**config.mk**
```make
export PLATFORM = sky130hd
export DESIGN_NAME = can_mbx_ctrl
export DESIGN_NICKNAME = d
export VERILOG_FILES = /design/src/rtl/can_mbx_pkg.sv /design/src/rtl/can_mbx_ctrl.sv
export SDC_FILE = /design/constraint.sdc
export NUM_CORES = 1
export LEC_CHECK = 0
export BUFFER_PORTS_ARGS = -buffer_cell sky130_fd_sc_hd__buf_2
export CAP_MARGIN = 20
export CORE_AREA = 2 2 39 41
export CTS_CLUSTER_SIZE = 28
export DETAILED_ROUTE_END_ITERATION = 7
export DIE_AREA = 0 0 41 43
export PLACE_DENSITY_LB_ADDON = 0.1
export SYNTH_ARGS = -nofsm -noshare
export SYNTH_HDL_FRONTEND = slang
export SYNTH_SLANG_ARGS = --single-unit
```
**constraint.sdc**
```tcl
create_clock -name clk -period 2 [get_ports clk]
set_input_delay 0.1 -clock clk [delete_from_list [all_inputs] [get_ports clk]]
set_output_delay 0.1 -clock clk [all_outputs]
set_load 0.01 [all_outputs]
```
**src/rtl/can_mbx_pkg.sv**
```systemverilog
// ----------------------------------------------------------------------------
// can_mbx_pkg
// Shared types, sizes and codes for the CAN mailbox receive FIFO block.
// ----------------------------------------------------------------------------
`default_nettype none

package can_mbx_pkg;

    localparam int NUM_OBJECTS = 32;
    localparam int FIFO_DEPTH  = 32;

    localparam int IDX_W  = (NUM_OBJECTS > 1) ? $clog2(NUM_OBJECTS) : 1;
    localparam int HEAD_W = (FIFO_DEPTH > 1) ? $clog2(FIFO_DEPTH) : 1;
    localparam int CNT_W  = $clog2(FIFO_DEPTH + 1);
    localparam int SUM_W  = CNT_W + 1;
    localparam int STORE_DEPTH = NUM_OBJECTS * FIFO_DEPTH;
    localparam int ADDR_W = (STORE_DEPTH > 1) ? $clog2(STORE_DEPTH) : 1;

    localparam logic [1:0] MODE_PROGRAM = 2'd0;
    localparam logic [1:0] MODE_RECEIVE = 2'd1;
    localparam logic [1:0] MODE_READ    = 2'd2;
    localparam logic [1:0] MODE_SEND    = 2'd3;

    localparam logic [3:0] OUT_QUEUED        = 4'd0;
    localparam logic [3:0] OUT_OVERWRITE     = 4'd1;
    localparam logic [3:0] OUT_NO_MATCH      = 4'd2;
    localparam logic [3:0] OUT_BAD_FRAME     = 4'd3;
    localparam logic [3:0] OUT_READ_OK       = 4'd4;
    localparam logic [3:0] OUT_EMPTY         = 4'd5;
    localparam logic [3:0] OUT_PROGRAMMED    = 4'd6;
    localparam logic [3:0] OUT_SENT          = 4'd7;
    localparam logic [3:0] OUT_SEND_REJECTED = 4'd8;

    localparam logic [3:0] FRAME_BYTES = 4'd8;

    typedef struct packed {
        logic [1:0]  mode;
        logic [4:0]  object;
        logic [10:0] can_id;
        logic        is_extended;
        logic        is_remote;
        logic        is_error;
        logic [3:0]  length;
        logic [63:0] payload;
        logic        module_select;
    } mbx_req_t;

    typedef struct packed {
        logic [3:0]  outcome;
        logic [63:0] read_payload;
        logic        tx_valid;
        logic [10:0] tx_id;
        logic [63:0] tx_payload;
        logic [4:0]  matched_object;
    } mbx_rsp_t;

    typedef struct packed {
        logic load;
        logic exec;
        logic read_done;
    } mbx_cmd_t;

    typedef struct packed {
        logic read_hit;
    } mbx_status_t;

endpackage

`default_nettype wire

```
**src/rtl/can_mbx_ctrl.sv**
```systemverilog
// ----------------------------------------------------------------------------
// can_mbx_ctrl
// Sequencer: takes one request, commits it, waits on the payload memory for
// reads and hands the result to the output register.
// ----------------------------------------------------------------------------
`default_nettype none

module can_mbx_ctrl (
    input  wire logic                     clk,
    input  wire logic                     rst_n,
    input  wire logic                     req_valid,
    output logic                          req_stall,
    output logic                          rsp_valid,
    input  wire logic                     rsp_stall,
    output can_mbx_pkg::mbx_cmd_t         cmd,
    input  wire can_mbx_pkg::mbx_status_t status
);

    import can_mbx_pkg::*;

    localparam logic [1:0] S_IDLE = 2'd0;
    localparam logic [1:0] S_EXEC = 2'd1;
    localparam logic [1:0] S_READ = 2'd2;

    logic [1:0] state_reg;
    logic [1:0] state_next;
    logic       rsp_valid_reg;
    logic       rsp_valid_next;
    logic       out_free;

    // output slot is empty or its transfer completes this cycle
    assign out_free  = !rsp_valid_reg || !rsp_stall;
    assign req_stall = (state_reg != S_IDLE);
    assign rsp_valid = rsp_valid_reg;

    always_comb
    begin
        state_next     = state_reg;
        rsp_valid_next = rsp_valid_reg && rsp_stall;
        cmd            = '0;
        case (state_reg)
            S_IDLE:
            begin
                if (req_valid)
                begin
                    cmd.load   = 1'b1;
                    state_next = S_EXEC;
                end
            end
            S_EXEC:
            begin
                if (out_free)
                begin
                    cmd.exec = 1'b1;
                    if (status.read_hit)
                    begin
                        state_next = S_READ;
                    end
                    else
                    begin
                        rsp_valid_next = 1'b1;
                        state_next     = S_IDLE;
                    end
                end
            end
            S_READ:
            begin
                cmd.read_done  = 1'b1;
                rsp_valid_next = 1'b1;
                state_next     = S_IDLE;
            end
            default:
            begin
                state_next = S_IDLE;
            end
        endcase
    end

    always_ff @(posedge clk or negedge rst_n)
    begin
        if (!rst_n)
        begin
            state_reg     <= S_IDLE;
            rsp_valid_reg <= 1'b0;
        end
        else
        begin
            state_reg     <= state_next;
            rsp_valid_reg <= rsp_valid_next;
        end
    end

    a_accept_to_exec: assert property (@(posedge clk) disable iff (!rst_n)
        req_valid && !req_stall |=> state_reg == S_EXEC)
        else $error("accepted request did not move to exec");

    a_read_after_exec: assert property (@(posedge clk) disable iff (!rst_n)
        state_reg == S_READ |-> $past(state_reg) == S_EXEC)
        else $error("read wait entered from wrong state");

    a_read_slot_free: assert property (@(posedge clk) disable iff (!rst_n)
        state_reg == S_READ |-> !rsp_valid_reg)
        else $error("read data lands on an occupied output slot");

    a_result_source: assert property (@(posedge clk) disable iff (!rst_n)
        $rose(rsp_valid_reg) |-> $past(state_reg) != S_IDLE)
        else $error("result appeared without a request in flight");

endmodule

`default_nettype wire

```
## Word-level counts from Yosys, hierarchy flattened

Index checks and enable logic that the tools add are counted.

| word-level totals | value |
|---|---|
| register bits after elaboration | 3 |
| bits of input ports | 5 |
| output and inout port bits | 5 |
| logic and storage cells | 25 |

| cells by class | value |
|---|---|
| eq/ne operators | 4 |
| mux-type cells | 12 |
| reductions and logical operators | 7 |

Operators by type and width:

| cell | count |
|---|---|
| $mux 1 | 7 |
| $mux 2 | 3 |
| $ne 2x2->1 const B | 2 |
| $pmux 2 s2 | 1 |
| $eq 2x1->1 const B | 1 |
| $eq 2x2->1 const B | 1 |
| $logic_not 1->1 | 2 |
| $logic_not 2->1 | 1 |
| $pmux 1 s2 | 1 |
| $reduce_and 2->1 | 1 |
| $reduce_bool 2->1 | 1 |
| $logic_and 1x1->1 | 1 |
| $logic_or 1x1->1 | 1 |

## Depth between registers and ports, before layout

Gate-level depths: netlist (run 1).

| logic depth | value |
|---|---|
| depth in word-level cells | 4 |
| mapped depth | 5 |
| gate-level depth less buffers | 5 |

## Worst setup path before layout (run 1)

No wires, ideal clock.

| timing | value |
|---|---|
| kind | register to register |
| start | reg state_reg[1] |
| end | reg state_reg[0] |
| setup time | 0.125 ns |
| data arrival time | 1.201 ns |
| required time | 1.875 ns |
| setup slack | 0.674 ns |
| cell stages (with the launch flop) | 6 |
| path buffers | 0 |
| period minus slack after synthesis | 1.326 ns |
| cells stage by stage | dfrtp_1 inv_1 ha_1 nor2b_4 a31oi_2 mux2_4 |

| between the ends | value |
|---|---|
| word-level cells in the longest chain between the ends | 3 |
| elaborated cells between the ends (all ways) | 6 |
| classes of those cells | eq/ne (3); mux (1); reduce/logical (2) |

RTL lines:

| element | RTL line | text |
|---|---|---|
| start: declaration | can_mbx_ctrl.sv:25 | `logic [1:0] state_reg;` |
| start signal: assignment | can_mbx_ctrl.sv:88 | `state_reg <= state_next;` |
| $eq 2x1->1 or $logic_not 2->1 (tied branches) | can_mbx_ctrl.sv:41 | `case (state_reg)` |
| $ne 2x2->1 (no line) | -- |  |
| $reduce_and 2->1 (no line) | -- |  |

Parallel ways exist; a longest one is shown, timed or not.
A chain may end at the register's enable or synchronous reset.

## Worst setup path after layout (run 1)

Ends and elaborated chain as after synthesis.

==> results of run 1 <==
-- cell families after synthesis --
kind of cell	after synthesis
mux	1
compound gates	4
fa+ha+maj	4
simple gates	10
buf+inv	3
flops	3
-- through the flow --
stage	cells	area, µm²	hold WS (ns)
5_1_grt	55	344	0.194
3_3_place_gp	50	308	-0.102
3_5_place_dp	50	308	-0.0998
2_1_floorplan	25	243	-0.196
4_1_cts	55	344	0.169
6_report	55	344	0.172
-- per-layer routing --
| layer | vias up | routed length [µm] | GRT usage, % |
|---|---|---|---|
| met1 | 94 | 198 | 7.77 |
| li1 | 111 | - | - |
| met4 | 0 | 0 | 10.0 |
| met5 | - | 0 | 0 |
| met2 | 5 | 278 | 11.3 |
| met3 | 0 | 26 | 1.57 |
-- placed cells by master (no fill, tap or decap) --
cell,Yosys,final
inv_1,3,3
nand3_1,1,1
a21oi_1,2,2
a31oi_2,1,1
buf_2,0,9
nor2b_4,1,1
nand4_1,1,1
mux2_4,1,1
nor2_1,1,1
nand4b_1,1,1
nand2_1,3,3
o21a_1,1,1
ha_1,4,4
clkbuf_1,0,1
dlygate4sd3_1,0,1
dfrtp_1,3,3
clkbuf_4,0,3
and2_1,2,2
-- area by class of cell --
cell class / count / area [µm²] / area share, %
Sequential cell: 3 / 75.1 / 21.8
Tap cell: 16 / 20.0 / 5.82
Inverter: 3 / 11.3 / 3.27
Clock buffer: 4 / 26.3 / 7.64
Multi-Input combinational cell: 19 / 156 / 45.5
Timing Repair Buffer: 10 / 55.1 / 16.0
-- power by group through the flow --
stage | Sequential, mW | Clock (mW) | Combinational (mW)
global placement | 0.122 | 0 | 0.337
CTS | 0.120 | 0.112 | 0.334
floorplan | 0.119 | 0 | 0.238
finish | 0.120 | 0.104 | 0.327
global route | 0.127 | 0.114 | 0.366
detailed placement | 0.122 | 0 | 0.332
-- worst max-delay path, cell delays in order (launching register included) --
cell and delay (ns):
dfrtp_1 0.39, inv_1 0.10, ha_1 0.21, nor2b_4 0.14
a31oi_2 0.16, mux2_4 0.32
-- final timing paths --
path | start | end | cells after the start
hold / removal | status | rsp_valid | 3
hold reg to reg | state_reg[0] | state_reg[0] | 1
setup reg to reg | state_reg[1] | state_reg[0] | 5
min in group asynchronous | rst_n | state_reg[1] | 2
max in group asynchronous | rst_n | rsp_valid | 2
setup / recovery | state_reg[1] | state_reg[0] | 5
==> impl_metrics.ini, run 1 <==
[sta]
clock_skew_ns = 0.000249
final.setup.tns_ns = 0
fin_crit_sh_pct = 71.4
worstMarginPinSlew_ns = 0.179
fin_ws_ns = 0.573
finalHoldViolations = 0
max_freq_mhz = 701
rsz0062_at_grt = false
fin_crit_ns = 1.43
slew_violations = 0
slew_headroom_pct = 88.1
setup_viol = 0

[synthesis]
ys.flop_type = dfrtp_1
yosysSeqAreaShare_pct = 30.9
synth_nets = 34
yosys.area_share.simple_pct = 25.3
postSynthCellCount = 25
synth_area_um2 = 243
synth_top_area_share_pct = 30.9
postSynth.asyncResetShare_pct = 100
synth.area.mux_share_pct = 6.19
synth_top_area_cell = dfrtp_1
synth_seq_cells = 3
synth-edff-count = 0
synthTopCellsByArea = dfrtp_1 31%, ha_1 21%, mux2_4 6.2%, nor2b_4 5.7%, a31oi_2 5.2%
synth_cell_types = 14
avgSynthCellArea_um2 = 9.71
synth_fa_ha_area_share_pct = 20.6
synth.most_common_cell = ha_1
synth_compound_area_share_pct = 12.4
synth_xor_area_share_pct = 0
synth_top_family_by_area = simple AND/OR/NAND/NOR gates
ys_warn_count = 0
synthTopCellsByCount = 4 x ha_1, 3 x dfrtp_1, 3 x inv_1, 3 x nand2_1

[power_and_ir_drop]
p_total_uw = 552
combPwrFrac_pct = 59.3
power.density_nw_per_um2 = 1600
clockPowerShare_pct = 18.9
peakVddDrop_mv = 0.425
switching_share_pct = 39.9
leakage_nw = 0.179
pwr-share-seq_pct = 21.8
p_switching_uw = 220
p_int_uw = 331

[global_routing]
grt_start_max_net_pins = 6
antenna_found_initial = 0
grt_use_total_pct = 7.85
grt_overflow = 0
grt_pass1_vias = 218
grt_pass1_wl_um = 869

[detailed_routing]
vias = 210
wirelength_um = 502
post_drt_via_cell_ratio = 3.82
route.detailed.drc = 0
drt_first_pass_iters = 4
avgRoutedWirePerCell_um = 9.13
ant_nets = 0
first_iter_violations = 5

[clock_network]
clock_latency_ns = 0.23
clk_pin_slew_ns = 0.04
hold_buffers = 1
root_buffer = clkbuf_4
cts_setup_buffers = 0
cts_buffers = 3
clockBufferDepth = 2
ctsResizeCount = 0
cts_tree = yes
clkSinkCount = 3
cts_max_level = 1

[worst_setup_path]
rrSetupSlack_ns = 0.57
critical_path_required_ns = 2.11
startpoint_type = flip-flop
end_kind = flip-flop
cp.arrival_ns = 1.54
critPathMaxFanout = 4
path_class = flip-flop to flip-flop

[final_layout]
area_delta_synth_final_pct = 41.8
fill_cells = 158
diodes = 0
utilization_pct = 24.9
largest_reg_flops = 2
drive_gt1_share_pct = 38.5
fin_nets = 49

[placement]
gp_congestion = 0.645
io_buffers = 9
dpl.hpwl_um = 409
pre_cts_ws_ns = 0.558

[die]
die_x_um = 41
core-area_um2 = 1380
io-pin-count = 10
die-area_um2 = 1760
initial_utilization_pct = 17.5
rows = 14
die_h_um = 43

[hold_path]
hold_class = input pin to flip-flop

[outcome]
status = complete, no violations

[job]
cap_violations = 0
(Power assumes the default switching activity.)
==> run 2, diff against run 1 <==
--- a/config.mk
+++ b/config.mk
@@ -5,6 +5,7 @@
 export SDC_FILE = /design/constraint.sdc
 export NUM_CORES = 1
 export LEC_CHECK = 0
+export ABC_AREA = 1
 export BUFFER_PORTS_ARGS = -buffer_cell sky130_fd_sc_hd__buf_2
 export CAP_MARGIN = 20
 export CORE_AREA = 2 2 39 41
==> constraint.sdc (replaced) <==
create_clock -name clk -period 1.2 [get_ports clk]
set_input_delay 0.06 -clock clk [delete_from_list [all_inputs] [get_ports clk]]
set_output_delay 0.06 -clock clk [all_outputs]
set_load 0.01 [all_outputs]
==> impl_metrics.ini, run 2 <==
[final_layout]
mostFrequentLayoutCells = 10 x nand2_1, 9 x buf_2, 8 x inv_1
fin_nets = 64
fin_area_um2 = 417
drive_gt1_share_pct = 48.1
diodes = 0
largest_reg_flops = 2
area_delta_synth_final_pct = 64.0
fill_cells = 156
regArea_um2 = 76.3
final_common_cell = nand2_1
multi_input_area_um2 = 165

[detailed_routing]
wirelength_um = 528
route.detailed.drc = 0
ant_nets = 0
post_drt_via_cell_ratio = 3.63
vias = 254
drt_first_pass_iters = 2
avgRoutedWirePerCell_um = 7.54
first_iter_violations = 1

[sta]
fin_ws_ns = 0.0486
worstMarginPinSlew_ns = 0.126
fin_crit_ns = 1.15
fin_crit_sh_pct = 95.9
rsz0062_at_grt = true
slew_violations = 0
clock_skew_ns = 0.00164
slew_headroom_pct = 91.5
whs_ns = 0.158
setup_viol = 0
max_freq_mhz = 869
finalHoldViolations = 0

[worst_setup_path]
rr_endpoint = state_reg[1]
critPathCapture = cmd[1]
reg2reg_from = state_reg[1]
end_kind = primary output
critical_path_required_ns = 1.14
critPathMaxFanout = 3
startpoint_type = flip-flop
cp.arrival_ns = 1.09
path_class = flip-flop to primary output
rr_worst_depth = 6
rrSetupSlack_ns = 0.09
worstSetupStartpoint = state_reg[1]

[global_routing]
antenna_found_initial = 0
grt_overflow = 0
grt_use_total_pct = 8.55
grt_pass1_wl_um = 966
grt_start_max_net_pins = 5
grt_pass1_vias = 252

[clock_network]
cts_tree = yes
cts_buffers = 3
clock_latency_ns = 0.23
clk_pin_slew_ns = 0.04
root_buffer = clkbuf_4
cts_max_level = 1
clkSinkCount = 3
clockBufferDepth = 2

[synthesis]
ys.flop_type = dfrtp_1
synth_top_area_share_pct = 29.6
synth_top_area_cell = dfrtp_1
postSynthCellCount = 36
synthTopCellsByCount = 11 x inv_1, 11 x nand2_1, 4 x ha_1, 3 x dfrtp_1, 2 x nand3_1
yosysSeqAreaShare_pct = 29.6
postSynth.asyncResetShare_pct = 100
synth_seq_cells = 3
synth_nets = 45
synth-edff-count = 0
synth_area_um2 = 254
synthTopCellsByArea = dfrtp_1 30%, ha_1 20%, inv_1 16%, nand2_1 16%, nand2_4 4.4%
ys_warn_count = 0
avgSynthCellArea_um2 = 7.06
synth_cell_types = 10

[power_and_ir_drop]
peakVddDrop_mv = 1.03
leakage_nw = 0.256
power.density_nw_per_um2 = 2550

[die]
die_x_um = 41
rows = 14
die_h_um = 43
io-pin-count = 10
die-area_um2 = 1760
initial_utilization_pct = 18.4
core-area_um2 = 1380

[placement]
placed_cell_area_um2 = 319
gp_congestion = 0.664
pre_cts_ws_ns = 0.0647
dpl.hpwl_um = 404
io_buffers = 9

[job]
cap_violations = 0

[hold_path]
hold_class = input pin to asynchronous set/reset pin

[outcome]
status = complete, no violations
-- run 2: power breakdown --
group | switching, mW | leakage (nW) | internal, mW | total [mW]
Clock | 0.0489 | 0.0150 | 0.124 | 0.173
Combinational | 0.347 | 0.204 | 0.343 | 0.689
Sequential | 0.0487 | 0.0375 | 0.151 | 0.199
-- run 2: final cells by class --
cell class / count / area share [%]
well taps: 16 / 4.80
repair buffers: 14 / 20.4
multi-input cells: 22 / 39.6
flip-flops and latches: 3 / 18.3
clock buffers: 4 / 6.31
inverters: 11 / 10.5
-- run 2: cells by family after synthesis --
| logic type | Yosys count | share of synthesized area, % |
|---|---|---|
| simple gates | 17 | 32.5 |
| buf+inv | 11 | 16.3 |
| fa+ha+maj | 4 | 19.7 |
| flops | 3 | 29.6 |
| compound gates | 1 | 1.97 |
-- run 2: through the flow --
step,util [%],TNS [ns],power (mW),cells
floorplan,-,0,0.528,36
global placement,23.1,0,0.683,61
detailed placement,23.1,0,0.679,61
CTS,29.7,0,1.06,70
global route,30.1,-0.0132,1.18,70
finish,30.1,0,1.06,70
-- run 2: worst min-delay path by stage --
| stage | end | slack [ns] | depth (start not counted) |
|---|---|---|---|
| floorplan | rsp_valid | -0.24 | 0 |
| global placement | state_reg[0] | -0.14 | 1 |
| global route | rsp_valid | 0.16 | 2 |
| finish | state_reg[0] | 0.16 | 2 |
| CTS | state_reg[0] | 0.15 | 2 |
| detailed placement | state_reg[1] | -0.14 | 1 |
-- run 2: critical path: stages, from the launching register on --
cell     delay (ns)
dfrtp_1        0.38
inv_2          0.12
ha_4           0.15
inv_2          0.03
nor2_1         0.06
buf_2          0.13
-- run 2: layer usage --
layer,up-vias,global-route usage [%],wire [µm]
met5,-,0,0
met4,0,6.00,0
met3,0,4.71,26
met2,4,11.9,277
met1,111,9.39,224
li1,139,-,-
-- run 2: repair_timing --
item                                    in CTS  in global routing
endpoints found under the setup margin       3                  5
pin swaps                                    0                  3
hold buffers                                 1                  0
endpoints found under the hold margin        3                  0
resized for setup                            6                  4
buffers inserted                             4                  0
==> run 3, diff against run 2 <==
--- a/config.mk
+++ b/config.mk
@@ -12,7 +12,8 @@
 export CTS_CLUSTER_SIZE = 28
 export DETAILED_ROUTE_END_ITERATION = 7
 export DIE_AREA = 0 0 41 43
-export PLACE_DENSITY_LB_ADDON = 0.1
+export GPL_TIMING_DRIVEN = 0
+export PLACE_DENSITY = 0.39
 export SYNTH_ARGS = -nofsm -noshare
 export SYNTH_HDL_FRONTEND = slang
 export SYNTH_SLANG_ARGS = --single-unit
==> impl_metrics.ini, run 3 (synthesis results as in run 2) <==
[outcome]
status = complete, no violations

[final_layout]
drive_gt1_share_pct = 50.9
diodes = 0
mostFrequentLayoutCells = 10 x nand2_1, 8 x buf_2, 7 x inv_1
largest_reg_flops = 2
multi_input_area_um2 = 168
fin_cells = 71
regArea_um2 = 75.1
fin_nets = 65
fill_cells = 173
area_delta_synth_final_pct = 69.0
final_common_cell = nand2_1

[power_and_ir_drop]
p_total_mw = 1.09
peakVddDrop_mv = 0.614
leakage_nw = 0.261
power.density_nw_per_um2 = 2550

[global_routing]
grt_overflow = 0
grt_use_total_pct = 9.04
grt_pass1_wl_mm = 1.01
antenna_found_initial = 0
grt_pass1_vias = 270
grt_start_max_net_pins = 5

[die]
die_h_um = 43
die_x_um = 41
core-area_um2 = 1380
initial_utilization_pct = 18.4
die-area_um2 = 1760
io-pin-count = 10
rows = 14

[sta]
worstMarginPinSlew_ns = 0.183
finalHoldViolations = 0
setup_viol = 0
clock_skew_ns = 0.00101
fin_crit_sh_pct = 96.4
slew_headroom_pct = 87.8
max_freq_mhz = 865
rsz0062_at_grt = true
fin_ws_ns = 0.0435
slew_violations = 0
fin_crit_ns = 1.16

[clock_network]
clk_pin_slew_ns = 0.04
cts_tree = yes
cts_max_level = 1
cts_buffers = 3
clock_latency_ns = 0.23
root_buffer = clkbuf_4
clkSinkCount = 3
clockBufferDepth = 2

[placement]
pre_cts_ws_ns = 0.0682
io_buffers = 9
dpl.hpwl_um = 399
gp_congestion = 0.678
place_inst = 61

[worst_setup_path]
path_common_cell = inv_2
slowest_stage = dfrtp_1
critPathMaxFanout = 3
rrSetupSlack_ns = 0.06
startpoint_type = flip-flop
critPathMaxStageDelay_ns = 0.42
path_cells = inv_2 > ha_4 > nand2_2 > inv_2 > buf_6
crit_buf_inv = 3
cp.arrival_ns = 1.10
crit_family = flip-flops
path_class = flip-flop to primary output
critical_path_required_ns = 1.14
end_kind = primary output

[detailed_routing]
post_drt_via_cell_ratio = 3.66
drt_first_pass_iters = 2
ant_nets = 0
vias = 260
route.detailed.drc = 0
first_iter_violations = 2
avgRoutedWirePerCell_um = 7.52
wirelength_um = 534

[job]
cap_violations = 0

[hold_path]
hold_class = input pin to asynchronous set/reset pin
==> run 3: cell count changes in the layout (fill, tap and decap cells not counted), sizes merged <==
cell,change
buf,+1
==> run 3: worst paths after layout <==
path                                    from      endpoint  depth (start not counted)
worst min register to register  state_reg[0]  state_reg[0]                          2
worst min-delay path                   rst_n  state_reg[1]                          2
worst max register to register  state_reg[0]  state_reg[0]                          7
max in group asynchronous              rst_n     rsp_valid                          2
min in group clk                      status  state_reg[1]                          5
worst max-delay path            state_reg[0]        cmd[2]                          5
==> run 3: final cells by class <==
cell class                 instances  share of cell area [%]
sequential                         3                    17.5
multi-input combinational         22                    39.1
inverter                          11                    9.62
clock buffer                       4                    6.12
timing repair buffer              15                    23.0
tap                               16                    4.66
==> run 3: timing repair <==
action | 4_1_cts | 5_1_grt
cloned | 0 | 0
pin swaps | 1 | 3
hold endpoints to repair | 3 | 0
setup buffers | 5 | 0
hold buffers | 1 | 0
endpoints found under the setup margin | 3 | 3
resized for setup | 6 | 6
==> run 3: layer usage <==
metal  share of wire (%)  global-route usage, %
met4                   0                   4.00
met2                  45                   12.2
met5                   0                      0
met3                  10                   7.85
met1                  45                   9.65
==> run 3: worst reg2reg max path, cell delays in order, from the launching register on <==
cell     delay (ns)
dfrtp_1        0.42
inv_2          0.09
ha_4           0.17
buf_4          0.13
nand2_4        0.06
nand2_2        0.06
nand2_1        0.05
nand2_1        0.05
==> run 3: per-stage QoR <==
stage | utilization, % | setup TNS (ns) | area, µm² | hold slack (ns)
floorplan | - | 0 | 254 | -0.236
global placement | 23.1 | 0 | 319 | -0.141
detailed placement | 23.1 | 0 | 319 | -0.142
CTS | 30.2 | 0 | 418 | 0.150
global route | 31.0 | -0.0533 | 429 | 0.161
finish | 31.0 | 0 | 429 | 0.154
==> run 3: report_power, final <==
part	total, mW	switching (mW)	internal, mW
logic	0.723	0.354	0.370
clock network	0.174	0.0498	0.124
registers	0.196	0.0491	0.147
total	1.09	0.453	0.641
